$ cat config.mk
export PLATFORM = sky130hd
export DESIGN_NAME = keypad_code_alarm_controller_unit
export DESIGN_NICKNAME = d
export VERILOG_FILES = /design/src/hdl/kcac_pkg.sv /design/src/hdl/kcac_csr.sv /design/src/hdl/kcac_ring.sv /design/src/hdl/kcac_lock.sv /design/src/hdl/keypad_code_alarm_controller_unit.sv
export VERILOG_INCLUDE_DIRS = /design/src /design/src/hdl
export SDC_FILE = /design/constraint.sdc
export NUM_CORES = 2
export LEC_CHECK = 0
export BUFFER_PORTS_ARGS = -buffer_cell sky130_fd_sc_hd__buf_2
export CORE_ASPECT_RATIO = 0.7
export CORE_MARGIN = 2
export CORE_UTILIZATION = 50
export CTS_BUF_LIST = sky130_fd_sc_hd__clkbuf_2 sky130_fd_sc_hd__clkbuf_4 sky130_fd_sc_hd__clkbuf_8
export CTS_CLUSTER_SIZE = 10
export DETAILED_ROUTE_END_ITERATION = 6
export PLACE_DENSITY_LB_ADDON = 0.15
export SLEW_MARGIN = 30
export SYNTH_ARGS = -nofsm -noshare
export SYNTH_HDL_FRONTEND = slang
export SYNTH_SLANG_ARGS = --single-unit
$ cat constraint.sdc
create_clock -name clock -period 8.1 [get_ports clock]
set_clock_uncertainty 0.15 [all_clocks]
set_input_delay 0 -clock clock [delete_from_list [all_inputs] [get_ports clock]]
set_output_delay 0 -clock clock [all_outputs]
set_load 0.01 [all_outputs]
$ cat src/hdl/keypad_code_alarm_controller_unit_macros.svh
// assertion macros for the keypad code alarm controller
`ifndef KEYPAD_CODE_ALARM_CONTROLLER_UNIT_MACROS_SVH
`define KEYPAD_CODE_ALARM_CONTROLLER_UNIT_MACROS_SVH

// same-cycle implication, checked on every rising clock edge outside reset
`define KCAC_ASSERT_SAME(label, ante, cons, msg) \
   label: assert property (@(posedge clock) disable iff (reset) (ante) |-> (cons)) \
      else $error(msg);

// next-cycle implication
`define KCAC_ASSERT_NEXT(label, ante, cons, msg) \
   label: assert property (@(posedge clock) disable iff (reset) (ante) |=> (cons)) \
      else $error(msg);

`endif

$ cat src/hdl/kcac_pkg.sv
// shared constants, types and helpers of the keypad code alarm controller
package kcac_pkg;

   localparam int AVG_DEPTH   = 100;
   localparam int CODE_LEN    = 4;
   localparam int SAMPLE_BITS = 12;

   localparam int PTR_W = (AVG_DEPTH > 1) ? $clog2(AVG_DEPTH) : 1;
   localparam int POS_W = (CODE_LEN > 1) ? $clog2(CODE_LEN) : 1;
   localparam int SUM_W = $clog2(AVG_DEPTH * ((1 << SAMPLE_BITS) - 1) + 1);

   localparam logic [3:0] HASH_KEY = 4'd14;
   localparam logic [3:0] CNT_MAX  = 4'hF;

   localparam int CSR_ADDR_W = 4;
   localparam int CSR_DATA_W = 32;

   localparam logic [15:0] CODE_WORD_RST       = 16'd23952;
   localparam logic [3:0]  DEBOUNCE_TICKS_RST  = 4'd4;
   localparam logic [18:0] TEMP_SUM_LIMIT_RST  = 19'd62045;
   localparam logic [3:0]  BLOCK_THRESHOLD_RST = 4'd3;

   typedef enum logic [1:0] {
      REG_CODE_WORD,
      REG_DEBOUNCE_TICKS,
      REG_TEMP_SUM_LIMIT,
      REG_BLOCK_THRESHOLD
   } reg_index_type;

   typedef enum logic [1:0] {
      SCAN_IDLE     = 2'd0,
      SCAN_DEBOUNCE = 2'd1,
      SCAN_HOLD     = 2'd2
   } scan_state_type;

   typedef struct packed {
      logic [15:0] code_word;
      logic [3:0]  debounce_ticks;
      logic [18:0] temp_sum_limit;
      logic [3:0]  block_threshold;
   } cfg_type;

   typedef struct packed {
      logic        gas_line;
      logic        test_button;
      logic [11:0] temp_sample;
      logic [15:0] key_matrix;
   } tick_type;

   typedef struct packed {
      logic       siren_on;
      logic       alarm_started;
      logic       incorrect_flag;
      logic       blocked_flag;
      logic       key_released_valid;
      logic [3:0] key_released_index;
   } result_type;

   // lowest pressed key: {found, index}
   function automatic logic [4:0] first_key(input logic [15:0] m);
      logic       found;
      logic [3:0] idx;
      found = 1'b0;
      idx   = 4'd0;
      for (int i = 15; i >= 0; i--) begin
         if (m[i]) begin
            found = 1'b1;
            idx   = 4'(i);
         end
      end
      return {found, idx};
   endfunction

endpackage

$ cat src/hdl/kcac_csr.sv
// configuration register bank on the apb-style port
module kcac_csr import kcac_pkg::*; (
   input  logic                  clock,
   input  logic                  reset,
   input  logic                  csr_psel,
   input  logic                  csr_penable,
   input  logic                  csr_pwrite,
   input  logic [CSR_ADDR_W-1:0] csr_paddr,
   input  logic [CSR_DATA_W-1:0] csr_pwdata,
   output logic [CSR_DATA_W-1:0] csr_prdata,
   output logic                  csr_pready,
   output cfg_type               cfg
);

   cfg_type       cfg_ff, cfg_in;
   reg_index_type reg_idx;
   logic          wr_en;

   assign reg_idx    = reg_index_type'(csr_paddr[CSR_ADDR_W-1:2]);
   assign wr_en      = csr_psel && csr_penable && csr_pwrite;
   assign csr_pready = 1'b1;
   assign cfg        = cfg_ff;

   always_comb begin
      cfg_in = cfg_ff;
      if (wr_en) begin
         unique case (reg_idx)
            REG_CODE_WORD:       cfg_in.code_word       = csr_pwdata[15:0];
            REG_DEBOUNCE_TICKS:  cfg_in.debounce_ticks  = csr_pwdata[3:0];
            REG_TEMP_SUM_LIMIT:  cfg_in.temp_sum_limit  = csr_pwdata[18:0];
            REG_BLOCK_THRESHOLD: cfg_in.block_threshold = csr_pwdata[3:0];
            default:             cfg_in = cfg_ff;
         endcase
      end
   end

   always_comb begin
      unique case (reg_idx)
         REG_CODE_WORD:       csr_prdata = CSR_DATA_W'(cfg_ff.code_word);
         REG_DEBOUNCE_TICKS:  csr_prdata = CSR_DATA_W'(cfg_ff.debounce_ticks);
         REG_TEMP_SUM_LIMIT:  csr_prdata = CSR_DATA_W'(cfg_ff.temp_sum_limit);
         REG_BLOCK_THRESHOLD: csr_prdata = CSR_DATA_W'(cfg_ff.block_threshold);
         default:             csr_prdata = '0;
      endcase
   end

   always_ff @(posedge clock) begin
      if (reset) begin
         cfg_ff.code_word       <= CODE_WORD_RST;
         cfg_ff.debounce_ticks  <= DEBOUNCE_TICKS_RST;
         cfg_ff.temp_sum_limit  <= TEMP_SUM_LIMIT_RST;
         cfg_ff.block_threshold <= BLOCK_THRESHOLD_RST;
      end else begin
         cfg_ff <= cfg_in;
      end
   end

endmodule

$ cat src/hdl/kcac_ring.sv
// temperature sample ring memory with running sum
module kcac_ring import kcac_pkg::*; (
   input  logic                   clock,
   input  logic                   reset,
   input  logic                   fetch,
   input  logic                   commit,
   input  logic [SAMPLE_BITS-1:0] commit_sample,
   output logic [SUM_W-1:0]       sample_sum
);

   localparam logic [PTR_W-1:0] PTR_LAST = PTR_W'(AVG_DEPTH - 1);

   logic [SAMPLE_BITS-1:0] mem [AVG_DEPTH];

   logic [PTR_W-1:0]       ptr_ff, ptr_in;
   logic                   wrapped_ff, wrapped_in;
   logic                   old_valid_ff, old_valid_in;
   logic [PTR_W-1:0]       wr_ptr_ff;
   logic [SAMPLE_BITS-1:0] old_ff;
   logic [SUM_W-1:0]       sum_ff, sum_in;
   logic                   fwd;
   logic [SAMPLE_BITS-1:0] old_eff;

   // the entry being fetched is still being written by the previous tick
   assign fwd = commit && (wr_ptr_ff == ptr_ff);

   // entries ahead of the pointer read as zero until the ring has wrapped once
   assign old_eff    = old_valid_ff ? old_ff : '0;
   assign sample_sum = sum_ff;

   always_comb begin
      ptr_in       = ptr_ff;
      wrapped_in   = wrapped_ff;
      old_valid_in = old_valid_ff;
      sum_in       = sum_ff;
      if (fetch) begin
         ptr_in       = (ptr_ff == PTR_LAST) ? '0 : ptr_ff + 1'b1;
         wrapped_in   = wrapped_ff || (ptr_ff == PTR_LAST);
         old_valid_in = wrapped_ff || fwd;
      end
      if (commit) begin
         sum_in = sum_ff - SUM_W'(old_eff) + SUM_W'(commit_sample);
      end
   end

   always_ff @(posedge clock) begin
      if (commit) begin
         mem[wr_ptr_ff] <= commit_sample;
      end
      if (fetch) begin
         old_ff    <= fwd ? commit_sample : mem[ptr_ff];
         wr_ptr_ff <= ptr_ff;
      end
   end

   always_ff @(posedge clock) begin
      if (reset) begin
         ptr_ff       <= '0;
         wrapped_ff   <= 1'b0;
         old_valid_ff <= 1'b0;
         sum_ff       <= '0;
      end else begin
         ptr_ff       <= ptr_in;
         wrapped_ff   <= wrapped_in;
         old_valid_ff <= old_valid_in;
         sum_ff       <= sum_in;
      end
   end

endmodule

$ cat src/hdl/kcac_lock.sv
// alarm latch, keypad scan machine and code check
module kcac_lock import kcac_pkg::*; (
   input  logic             clock,
   input  logic             reset,
   input  logic             step,
   input  tick_type         tick,
   input  cfg_type          cfg,
   input  logic [SUM_W-1:0] sample_sum,
   output result_type       result
);

   scan_state_type scan_ff, scan_in;
   logic [3:0]     held_ff, held_in;
   logic [3:0]     dcnt_ff, dcnt_in;
   logic [3:0]     keys_ff [CODE_LEN];
   logic [3:0]     keys_in [CODE_LEN];
   logic [POS_W-1:0] pos_ff, pos_in;
   logic           alarm_ff, alarm_in;
   logic           wrong_ff, wrong_in;
   logic [3:0]     wcnt_ff, wcnt_in;
   logic           blocked_ff, blocked_in;

   logic           found;
   logic [3:0]     key;
   logic           cause;
   logic           rel;
   logic           match;

   assign {found, key} = first_key(tick.key_matrix);

   // gas and test lines are active low
   assign cause = !tick.gas_line || !tick.test_button ||
                  (32'(sample_sum) > 32'(cfg.temp_sum_limit));

   // scan machine
   always_comb begin
      scan_in = scan_ff;
      held_in = held_ff;
      dcnt_in = dcnt_ff;
      rel     = 1'b0;
      unique case (scan_ff)
         SCAN_IDLE: begin
            if (found) begin
               held_in = key;
               dcnt_in = '0;
               scan_in = SCAN_DEBOUNCE;
            end
         end
         SCAN_DEBOUNCE: begin
            if (dcnt_ff >= cfg.debounce_ticks) begin
               scan_in = (found && key == held_ff) ? SCAN_HOLD : SCAN_IDLE;
            end
            if (dcnt_ff != CNT_MAX) begin
               dcnt_in = dcnt_ff + 1'b1;
            end
         end
         SCAN_HOLD: begin
            // a different key drops back to scanning without a release
            if (!found || key != held_ff) begin
               rel     = !found;
               scan_in = SCAN_IDLE;
            end
         end
         default: scan_in = SCAN_IDLE;
      endcase
   end

   // code entry and alarm
   always_comb begin
      keys_in  = keys_ff;
      pos_in   = pos_ff;
      alarm_in = alarm_ff || cause;
      wrong_in = wrong_ff;
      wcnt_in  = wcnt_ff;
      match    = 1'b1;
      if (rel && held_ff != HASH_KEY) begin
         keys_in[pos_ff] = held_ff;
         if (pos_ff == POS_W'(CODE_LEN - 1)) begin
            pos_in = '0;
            for (int i = 0; i < CODE_LEN; i++) begin
               if (keys_in[i] != cfg.code_word[4*i +: 4]) begin
                  match = 1'b0;
               end
            end
            if (match) begin
               alarm_in = 1'b0;
               wrong_in = 1'b0;
               wcnt_in  = '0;
            end else begin
               wrong_in = 1'b1;
               if (wcnt_ff != CNT_MAX) begin
                  wcnt_in = wcnt_ff + 1'b1;
               end
            end
         end else begin
            pos_in = pos_ff + 1'b1;
         end
      end
      blocked_in = blocked_ff || (wcnt_in >= cfg.block_threshold);
   end

   always_comb begin
      result.siren_on           = alarm_in;
      result.alarm_started      = cause && !alarm_ff;
      result.incorrect_flag     = wrong_in;
      result.blocked_flag       = blocked_in;
      result.key_released_valid = rel;
      result.key_released_index = rel ? held_ff : 4'd0;
   end

   always_ff @(posedge clock) begin
      if (reset) begin
         scan_ff <= SCAN_IDLE;
      end else if (step) begin
         scan_ff <= scan_in;
      end
   end

   always_ff @(posedge clock) begin
      if (reset) begin
         held_ff    <= '0;
         dcnt_ff    <= '0;
         pos_ff     <= '0;
         alarm_ff   <= 1'b0;
         wrong_ff   <= 1'b0;
         wcnt_ff    <= '0;
         blocked_ff <= 1'b0;
         for (int i = 0; i < CODE_LEN; i++) begin
            keys_ff[i] <= '0;
         end
      end else if (step) begin
         held_ff    <= held_in;
         dcnt_ff    <= dcnt_in;
         pos_ff     <= pos_in;
         alarm_ff   <= alarm_in;
         wrong_ff   <= wrong_in;
         wcnt_ff    <= wcnt_in;
         blocked_ff <= blocked_in;
         keys_ff    <= keys_in;
      end
   end

endmodule

$ cat src/hdl/keypad_code_alarm_controller_unit.sv
// Keypad code lock with gas and over-temperature alarm. Each req transfer is one
// tick; it yields exactly one rsp transfer via stage one and the output register,
// and a new tick is taken every cycle while the rsp side keeps up. The sample ring
// memory reads the entry a tick overwrites when the tick is taken; the running sum
// and all keypad and alarm state are updated as the tick leaves stage one. The ring
// needs no clearing pass after reset: entries not yet written once read as zero.
// Configuration registers sit at byte addresses 0, 4, 8 and 12 of the csr port.
`include "keypad_code_alarm_controller_unit_macros.svh"

module keypad_code_alarm_controller_unit import kcac_pkg::*; (
   input  logic                  clock,
   input  logic                  reset,
   input  logic                  req_valid,
   output logic                  req_ready,
   input  logic                  req_gas_line,
   input  logic                  req_test_button,
   input  logic [11:0]           req_temp_sample,
   input  logic [15:0]           req_key_matrix,
   output logic                  rsp_valid,
   input  logic                  rsp_ready,
   output logic                  rsp_siren_on,
   output logic                  rsp_alarm_started,
   output logic                  rsp_incorrect_flag,
   output logic                  rsp_blocked_flag,
   output logic                  rsp_key_released_valid,
   output logic [3:0]            rsp_key_released_index,
   input  logic                  csr_psel,
   input  logic                  csr_penable,
   input  logic                  csr_pwrite,
   input  logic [CSR_ADDR_W-1:0] csr_paddr,
   input  logic [CSR_DATA_W-1:0] csr_pwdata,
   output logic [CSR_DATA_W-1:0] csr_prdata,
   output logic                  csr_pready
);

   cfg_type          cfg;
   tick_type         tick_in, s1_tick_ff;
   logic             s1_valid_ff, s1_valid_in;
   logic             out_valid_ff, out_valid_in;
   result_type       out_ff, step_result;
   logic             accept, advance;
   logic [SUM_W-1:0] sample_sum;

   assign tick_in = '{gas_line:    req_gas_line,
                      test_button: req_test_button,
                      temp_sample: req_temp_sample,
                      key_matrix:  req_key_matrix};

   // tick in stage one moves on whenever the output register is free or drained
   assign advance      = s1_valid_ff && (!out_valid_ff || rsp_ready);
   assign req_ready    = !s1_valid_ff || advance;
   assign accept       = req_valid && req_ready;
   assign s1_valid_in  = accept || (s1_valid_ff && !advance);
   assign out_valid_in = advance || (out_valid_ff && !rsp_ready);

   kcac_csr u_csr (
      .clock       (clock),
      .reset       (reset),
      .csr_psel    (csr_psel),
      .csr_penable (csr_penable),
      .csr_pwrite  (csr_pwrite),
      .csr_paddr   (csr_paddr),
      .csr_pwdata  (csr_pwdata),
      .csr_prdata  (csr_prdata),
      .csr_pready  (csr_pready),
      .cfg         (cfg)
   );

   kcac_ring u_ring (
      .clock         (clock),
      .reset         (reset),
      .fetch         (accept),
      .commit        (advance),
      .commit_sample (s1_tick_ff.temp_sample[SAMPLE_BITS-1:0]),
      .sample_sum    (sample_sum)
   );

   kcac_lock u_lock (
      .clock      (clock),
      .reset      (reset),
      .step       (advance),
      .tick       (s1_tick_ff),
      .cfg        (cfg),
      .sample_sum (sample_sum),
      .result     (step_result)
   );

   always_ff @(posedge clock) begin
      if (reset) begin
         s1_valid_ff  <= 1'b0;
         out_valid_ff <= 1'b0;
      end else begin
         s1_valid_ff  <= s1_valid_in;
         out_valid_ff <= out_valid_in;
      end
   end

   always_ff @(posedge clock) begin
      if (accept) begin
         s1_tick_ff <= tick_in;
      end
      if (advance) begin
         out_ff <= step_result;
      end
   end

   assign rsp_valid              = out_valid_ff;
   assign rsp_siren_on           = out_ff.siren_on;
   assign rsp_alarm_started      = out_ff.alarm_started;
   assign rsp_incorrect_flag     = out_ff.incorrect_flag;
   assign rsp_blocked_flag       = out_ff.blocked_flag;
   assign rsp_key_released_valid = out_ff.key_released_valid;
   assign rsp_key_released_index = out_ff.key_released_index;

   `KCAC_ASSERT_SAME(a_stall_only_when_full, !req_ready,
      s1_valid_ff && out_valid_ff && !rsp_ready, "input stalled with room in the pipeline")
   `KCAC_ASSERT_SAME(a_no_release_index, rsp_valid && !rsp_key_released_valid,
      rsp_key_released_index == 4'd0, "release index set without a release")
   `KCAC_ASSERT_NEXT(a_blocked_sticky, rsp_valid && rsp_ready && rsp_blocked_flag,
      !rsp_valid || rsp_blocked_flag, "blocked flag cleared without reset")

endmodule

After elaboration in Yosys (flattened, before gate mapping)
Memories as Yosys holds them, arrays and structs flattened. A register that Yosys moved wholly into a read port is not among the register bits.
Index checks and enable logic that the tools add are counted.

storage, ports and cells
  word-level logic and storage cells = 175
  bits of input ports = 73
  bits in registers = 154
  memories kept = 1
  RAM bits = 1,200
  output and inout port bits = 44

memories
  memory      words  bits a word  read ports  clocked after memory_dff  write ports  line             text
  u_ring.mem  100    12           1           1                         1            kcac_ring.sv:13  logic [SAMPLE_BITS-1:0] mem [AVG_DEPTH];

operators by class
  reduce and logical (&&, ||, !) cells = 41
  muxes and demuxes = 67
  magnitude comparators = 5
  bitwise operators = 1
  eq/ne operators = 21
  add/subtract/negate cells = 6

operator list
  operator                                                                  count
  32-bit case mux with 4 select lines                                       1
  4-bit two-way mux                                                         23
  1-bit two-way mux                                                         32
  4-bit inequality test                                                     5
  19-bit by 12-bit adder with 19-bit output                                 1
  19-bit > comparator                                                       1
  19-bit by 12-bit subtractor with 19-bit output                            1
  16-bit bitwise mux                                                        1
  12-bit two-way mux                                                        1
  4-bit inequality test (second input constant)                             3
  1-bit logical AND                                                         11
  1-bit logical OR                                                          11
  2-bit two-way mux                                                         5
  2-bit AND reduction                                                       5
  4-bit by 1-bit adder with 4-bit output (second input constant)            2
  4-bit demux with 2-bit select                                             1
  2-bit equality test (second input constant)                               4
  4-bit >= comparator                                                       2
  1-bit zero test                                                           8
  2-bit by 1-bit inequality test with 1-bit output (second input constant)  4
  4-bit case mux with 2 select lines                                        1
  4-bit AND reduction                                                       2
  7-bit by 1-bit adder with 7-bit output (second input constant)            1
  7-bit equality test                                                       1
  other kinds (12)                                                          14

Longest topological paths before layout
  word-level depth = 27
  depth in mapped cells = 15

Modules after synthesis
From an unflattened synthesis, not the netlist that was laid out.

second synthesis, totals
  cells, all modules = 3,260
  area, all modules = 56,120.1 um^2

by module, submodules not included
  module                             cells an instance  seq. area each (um^2)  instances  area an instance (um^2)
  kcac_ring                          2,594              37,165.6               1          49,642.6
  kcac_lock                          383                700.7                  1          2,989.1
  kcac_csr                           234                860.8                  1          2,213.4
  keypad_code_alarm_controller_unit  49                 1,211.2                1          1,275.0

Least setup slack after synthesis
No wires, ideal clock.

  path kind = register to register
  start = register s1_tick_ff[18] in the netlist's numbering
  end = register u_ring.sum_ff[18] (netlist: u_ring.sample_sum[18])
  clock period less this slack = 4.532 ns
  setup slack = 3.568 ns
  stages on the path, launching flop included = 12
  setup time = 0.064 ns
  arrival time = 4.319 ns
  path through = edfxtp_1 -> inv_1 -> fa_1 -> inv_1 -> ha_1 -> nor2b_1 -> o31a_1 -> o211a_1 -> o311ai_1 -> a2111oi_0 -> or3_1 -> nand4_1

between the ends
  longest elaborated chain between the ends = 1

ends and longest elaborated chain
  what                                       line                                      text
  from (decl)                                keypad_code_alarm_controller_unit.sv:37   tick_type tick_in, s1_tick_ff;
  from (signal assigned)                     keypad_code_alarm_controller_unit.sv:100  s1_tick_ff <= tick_in;
  19-bit by 12-bit adder with 19-bit output  kcac_ring.sv:42                           sum_in = sum_ff - SUM_W'(old_eff) + SUM_W'(commit_sample);
  to (signal assigned)                       kcac_ring.sv:66                           sum_ff <= sum_in;
  to (decl)                                  kcac_ring.sv:20                           logic [SUM_W-1:0] sum_ff, sum_in;

No other way between the ends.
A chain may end at the register's enable or synchronous reset.

Worst setup path in the final report
Same ends and word-level chain as after synthesis.

==> impl_results.html <==
<table>
<tr><th>Metric</th><th>Value</th></tr>
<tr><th colspan="2">Routing</th></tr>
<tr><td>Pre-Repair DR Iteration Count</td><td>6</td></tr>
<tr><td>Routed len/inst</td><td>26.5 um</td></tr>
<tr><td>Drt drc</td><td>0</td></tr>
<tr><td>Iter 0 DRT Violations</td><td>between 2,000 and 3,000</td></tr>
<tr><td>Detail Route Antenna Nets</td><td>0</td></tr>
<tr><td>Average vias per placed instance</td><td>approximately 6</td></tr>
<tr><td>Total wire length</td><td>128,000 um</td></tr>
<tr><td>Vias</td><td>29,000</td></tr>
<tr><th colspan="2">Final layout</th></tr>
<tr><td>Share of layout cells above drive strength 1</td><td>27.4%</td></tr>
<tr><td>Growth of design area from synthesis to finish</td><td>13.9%</td></tr>
<tr><td>Combined flip-flop and latch cell area</td><td>~40,000 sq um</td></tr>
<tr><td>Number of fill cells</td><td>8,131</td></tr>
<tr><td>Final instance area</td><td>63,000 sq um</td></tr>
<tr><td>Multi-input combinational cell area</td><td>14,500 sq um</td></tr>
<tr><td>Final cell count without fillers</td><td>~4,900</td></tr>
<tr><td>Total Nets Final</td><td>3,373</td></tr>
<tr><th colspan="2">Logic synthesis</th></tr>
<tr><td>Synth Area in Compound Gates</td><td>2.29%</td></tr>
<tr><td>Synth async-reset ratio</td><td>0%</td></tr>
<tr><td>Top-area cell type share of the netlist area</td><td>between 60% and 70%</td></tr>
<tr><td>Simple-gate portion of the synthesized area</td><td>4.23%</td></tr>
<tr><td>Number of enable flip-flop cells after synthesis</td><td>roughly 1,300</td></tr>
<tr><td>Dominant combinational cell family by area after synthesis</td><td>multiplexers</td></tr>
<tr><td>Post-synthesis sequential area ratio</td><td>72.2%</td></tr>
<tr><td>#FFs+latches synth</td><td>1,366</td></tr>
<tr><td>Average footprint of a synthesized cell</td><td>19.1 sq um</td></tr>
<tr><td>Top area cells in the synthesized netlist</td><td>edfxtp_1, mux4_2, dfxtp_1</td></tr>
<tr><td>Area share of xor/xnor cells in the synthesized design</td><td>less than 1%</td></tr>
<tr><td>Cell taking the most area after synthesis</td><td>edfxtp_1</td></tr>
<tr><td>Cells after synthesis</td><td>roughly 2,900</td></tr>
<tr><td>Synth Area in Adders</td><td>1.63%</td></tr>
<tr><td>Mux share of post-synthesis cell area</td><td>17.1%</td></tr>
<tr><td>Commonest register cell after synthesis</td><td>edfxtp_1</td></tr>
<tr><td>Number of distinct standard cells referenced by the synthesized netlist</td><td>about 70</td></tr>
<tr><td>Number of warnings issued by yosys</td><td>0</td></tr>
<tr><td>Synth Cell Area</td><td>55,300 sq um</td></tr>
<tr><th colspan="2">Global routing</th></tr>
<tr><td>Pin count of the biggest net entering global routing</td><td>103</td></tr>
<tr><td>Congestion Overflow GR</td><td>0</td></tr>
<tr><td>Number of antenna violations at the first check in global routing</td><td>9</td></tr>
<tr><td>Global routing usage summed across all routing layers</td><td>22.7%</td></tr>
<tr><td>Vias in the first global route</td><td>29,100</td></tr>
<tr><td>First-pass GRT wire length</td><td>189,000 um</td></tr>
<tr><th colspan="2">Clock network</th></tr>
<tr><td>CTS tree</td><td>built</td></tr>
<tr><td>PostCTS Resize Cnt</td><td>0</td></tr>
<tr><td>TritonCTS sink count</td><td>1,366</td></tr>
<tr><td>Clk_lat worst skew</td><td>0.89 ns</td></tr>
<tr><td>H-tree lvl count</td><td>4</td></tr>
<tr><td>Clock root buffer</td><td>clkbuf_8</td></tr>
<tr><td>Clock-pin transition on the worst setup and hold timing paths</td><td>0.07 ns</td></tr>
<tr><td>Total setup buffers inserted after CTS</td><td>0</td></tr>
<tr><td>Number of buffers on the longest clock path</td><td>3</td></tr>
<tr><td>Number of buffers inserted during clock tree synthesis</td><td>~200</td></tr>
<tr><td>Hold-fix buffer count after cts</td><td>129</td></tr>
<tr><th colspan="2">Critical path</th></tr>
<tr><td>WP buf/inv</td><td>3</td></tr>
<tr><td>Kind of end point of the critical path</td><td>flop</td></tr>
<tr><td>Required time of the critical path</td><td>about 8.8 ns</td></tr>
<tr><td>Slowest CP cell</td><td>o311ai_1</td></tr>
<tr><td>Max incr delay on CP</td><td>0.65 ns</td></tr>
<tr><td>CP Data Arrival Time</td><td>5.08 ns</td></tr>
<tr><td>Family with the most delay on the worst path</td><td>compound AO/OA/AOI/OAI gates</td></tr>
<tr><td>Worst path most repeated cell</td><td>inv_1</td></tr>
<tr><td>Startpoint-to-endpoint class of the critical path</td><td>flop to flop</td></tr>
<tr><td>Startpoint Class</td><td>flop</td></tr>
<tr><td>Total stage count of the critical path</td><td>12</td></tr>
<tr><td>Worst-path maximum fanout</td><td>between 100 and 150</td></tr>
<tr><td>Critical-path cell list</td><td>buf_6 -&gt; inv_1 -&gt; fa_1 -&gt; inv_1 -&gt; ha_1 -&gt; nor2b_1 -&gt; o31a_1 -&gt; o211a_1 -&gt; o311ai_1 -&gt; a2111oi_0 -&gt; or3_1 -&gt; nand4_1</td></tr>
<tr><td>R2R cell count</td><td>12</td></tr>
<tr><th colspan="2">Timing</th></tr>
<tr><td>Worst-Margin Slew</td><td>about 0.95 ns</td></tr>
<tr><td>Final setup viols</td><td>0</td></tr>
<tr><td>Period utilisation layout</td><td>54.7%</td></tr>
<tr><td>Fmax</td><td>0.226 GHz</td></tr>
<tr><td>RSZ-0062 raised after global routing</td><td>no</td></tr>
<tr><td>Worst setup slack after layout</td><td>3.67 ns</td></tr>
<tr><td>Time the final worst path needs with I/O delays and setup</td><td>4.43 ns</td></tr>
<tr><td>Worst slew margin relative to its limit</td><td>36.4%</td></tr>
<tr><td>Hold violation count in the final report</td><td>0</td></tr>
<tr><td>Number of slew-limit violations in the final report</td><td>0</td></tr>
<tr><td>Final-layout setup total negative slack</td><td>0 ns</td></tr>
<tr><th colspan="2">Place</th></tr>
<tr><td>Placed Instances</td><td>4,360</td></tr>
<tr><td>Quantity of I/O buffers inserted on ports</td><td>87</td></tr>
<tr><td>Final GP Congestion</td><td>0.844</td></tr>
<tr><td>Placed Area</td><td>between 50,000 and 60,000 sq um</td></tr>
<tr><td>DP HPWL</td><td>74,800 um</td></tr>
<tr><td>Pre-CTS setup slack</td><td>3.52 ns</td></tr>
<tr><th colspan="2">Floorplanning</th></tr>
<tr><td>Horizontal die dimension</td><td>401 um</td></tr>
<tr><td>Total Die Area</td><td>113,000 sq um</td></tr>
<tr><td>Placeable core region</td><td>between 100,000 and 150,000 sq um</td></tr>
<tr><td>Initial Utilization</td><td>50.2%</td></tr>
<tr><td>Boundary Pins</td><td>117</td></tr>
<tr><td>Height of the die</td><td>282 um</td></tr>
<tr><td>Cell Rows</td><td>102</td></tr>
<tr><th colspan="2">Worst hold path</th></tr>
<tr><td>Class of the worst hold path</td><td>input port to flop</td></tr>
<tr><td>Hold-critical path depth</td><td>4</td></tr>
<tr><th colspan="2">Job</th></tr>
<tr><td>Max-capacitance violation count</td><td>0</td></tr>
<tr><th colspan="2">Power</th></tr>
<tr><td>Power per cell area</td><td>231 nW/um^2</td></tr>
<tr><td>Leakage</td><td>20.2 nW</td></tr>
<tr><td>Worst-case vdd ir drop</td><td>0.159 mV</td></tr>
<tr><th colspan="2">Run status</th></tr>
<tr><td>Result of the run</td><td>complete, no violations</td></tr>
</table>
-- routing by layer --
layer  up-vias  global-route usage, %  routed length, um
met5         -                      0                  0
met4         0                   6.12               2480
met3       228                   4.48               9650
met2      1148                   34.4              59000
met1     15300                   34.1              57200
li1      12300                      -                  -
-- final cells by class --
type,count,area share (%)
multi-input cells,1275,23.0
clock buffers,255,5.04
well taps,1456,2.89
flip-flops and latches,1366,63.4
inverters,94,0.560
diodes,3,0.0119
clock inverters,105,1.06
repair buffers,299,3.96
-- registers in the layout (all words and copies together) (netlist names), 2 cells and up --
name                    cells
u_ring.wr_ptr_ff            7
u_ring.ptr_ff               7
u_csr.cfg                  43
u_ring.old_ff              12
u_lock.scan_ff              2
u_ring.sample_sum          19
u_lock.dcnt_ff              4
u_ring.mem               1200
u_lock.keys_ff             16
u_lock.wcnt_ff              4
u_lock.pos_ff               2
u_lock.held_ff              4
s1_tick_ff                 30
rsp_key_released_index      4
-- worst paths after layout --
kind | start | slack, ns | end
worst max-delay path | s1_tick_ff[18] | 3.67 | u_ring.sample_sum[18]
worst min-delay path | reset | 0.09 | u_ring.sample_sum[4]
worst max register to register | s1_tick_ff[18] | 3.67 | u_ring.sample_sum[18]
worst min register to register | u_ring.sample_sum[0] | 0.31 | u_ring.sample_sum[0]
-- worst register-to-register path, delay by kind of cell (launching register included) --
family          cells  cell delay, ns
simple gates        3            0.68
compound gates      4            1.54
flops               1            0.34
fa+ha+maj           2            0.87
buf+inv             3            0.78
-- cell families (layout without fill, tap and decap cells) --
family | after synthesis | in the layout
compound gates | 204 | 204
fa+ha+maj | 65 | 65
xor+xnor | 35 | 35
simple gates | 500 | 500
buf+inv | 259 | 753
mux | 457 | 457
flops | 1366 | 1366
other cells | 2 | 17
-- cells in the mapped netlist (12+ instances only) --
cell type  count
edfxtp_1    1258
mux4_2       385
nor2_1       201
nand2_1      119
dfxtp_1      108
clkbuf_1     107
inv_1         92
a21oi_1       88
mux2i_1       69
ha_1          53
nand3_1       37
xnor2_1       29
buf_2         24
and2_1        22
buf_4         20
o211ai_1      17
o21ai_1       17
a21o_1        16
nor2b_1       15
nor3_1        15
or3_1         15
nor3b_1       14
nor4_1        14
o21ai_0       14
fa_1          12
-- power breakdown --
group	switching, mW	internal (mW)
registers	0.0713	7.76
logic	0.744	0.582
clock network	2.65	2.74
total	3.47	11.1
-- layout by cell type, fill, tap and decap left out, types with 15 or more instances in the layout --
cell              n
edfxtp_1       1258
mux4_2          385
clkbuf_8        201
nor2_1          140
dlygate4sd3_1   129
nand2_1         119
dfxtp_1         103
inv_1            92
a21oi_1          88
buf_2            87
mux2i_1          69
buf_4            64
clkinv_1         62
clkbuf_4         54
nor2_2           53
ha_1             53
nand3_1          36
xnor2_1          29
clkinv_2         25
and2_1           20
o211ai_1         17
o21ai_1          17
a21o_1           16
nor2b_1          15
nor3_1           15
or3_1            15
-- stage by stage --
stage / hold WS [ns] / utilization, % / power, mW
after floorplan: -0.0511 / - / 8.86
after global placement: 0.0288 / 52.3 / 9.21
after detailed placement: 0.0284 / 52.5 / 9.25
after CTS: 0.0144 / 57.1 / 14.7
after global routing: 0.0921 / 57.2 / 15.1
final: 0.0886 / 57.2 / 14.5
Power figures use the tool's default switching activity.
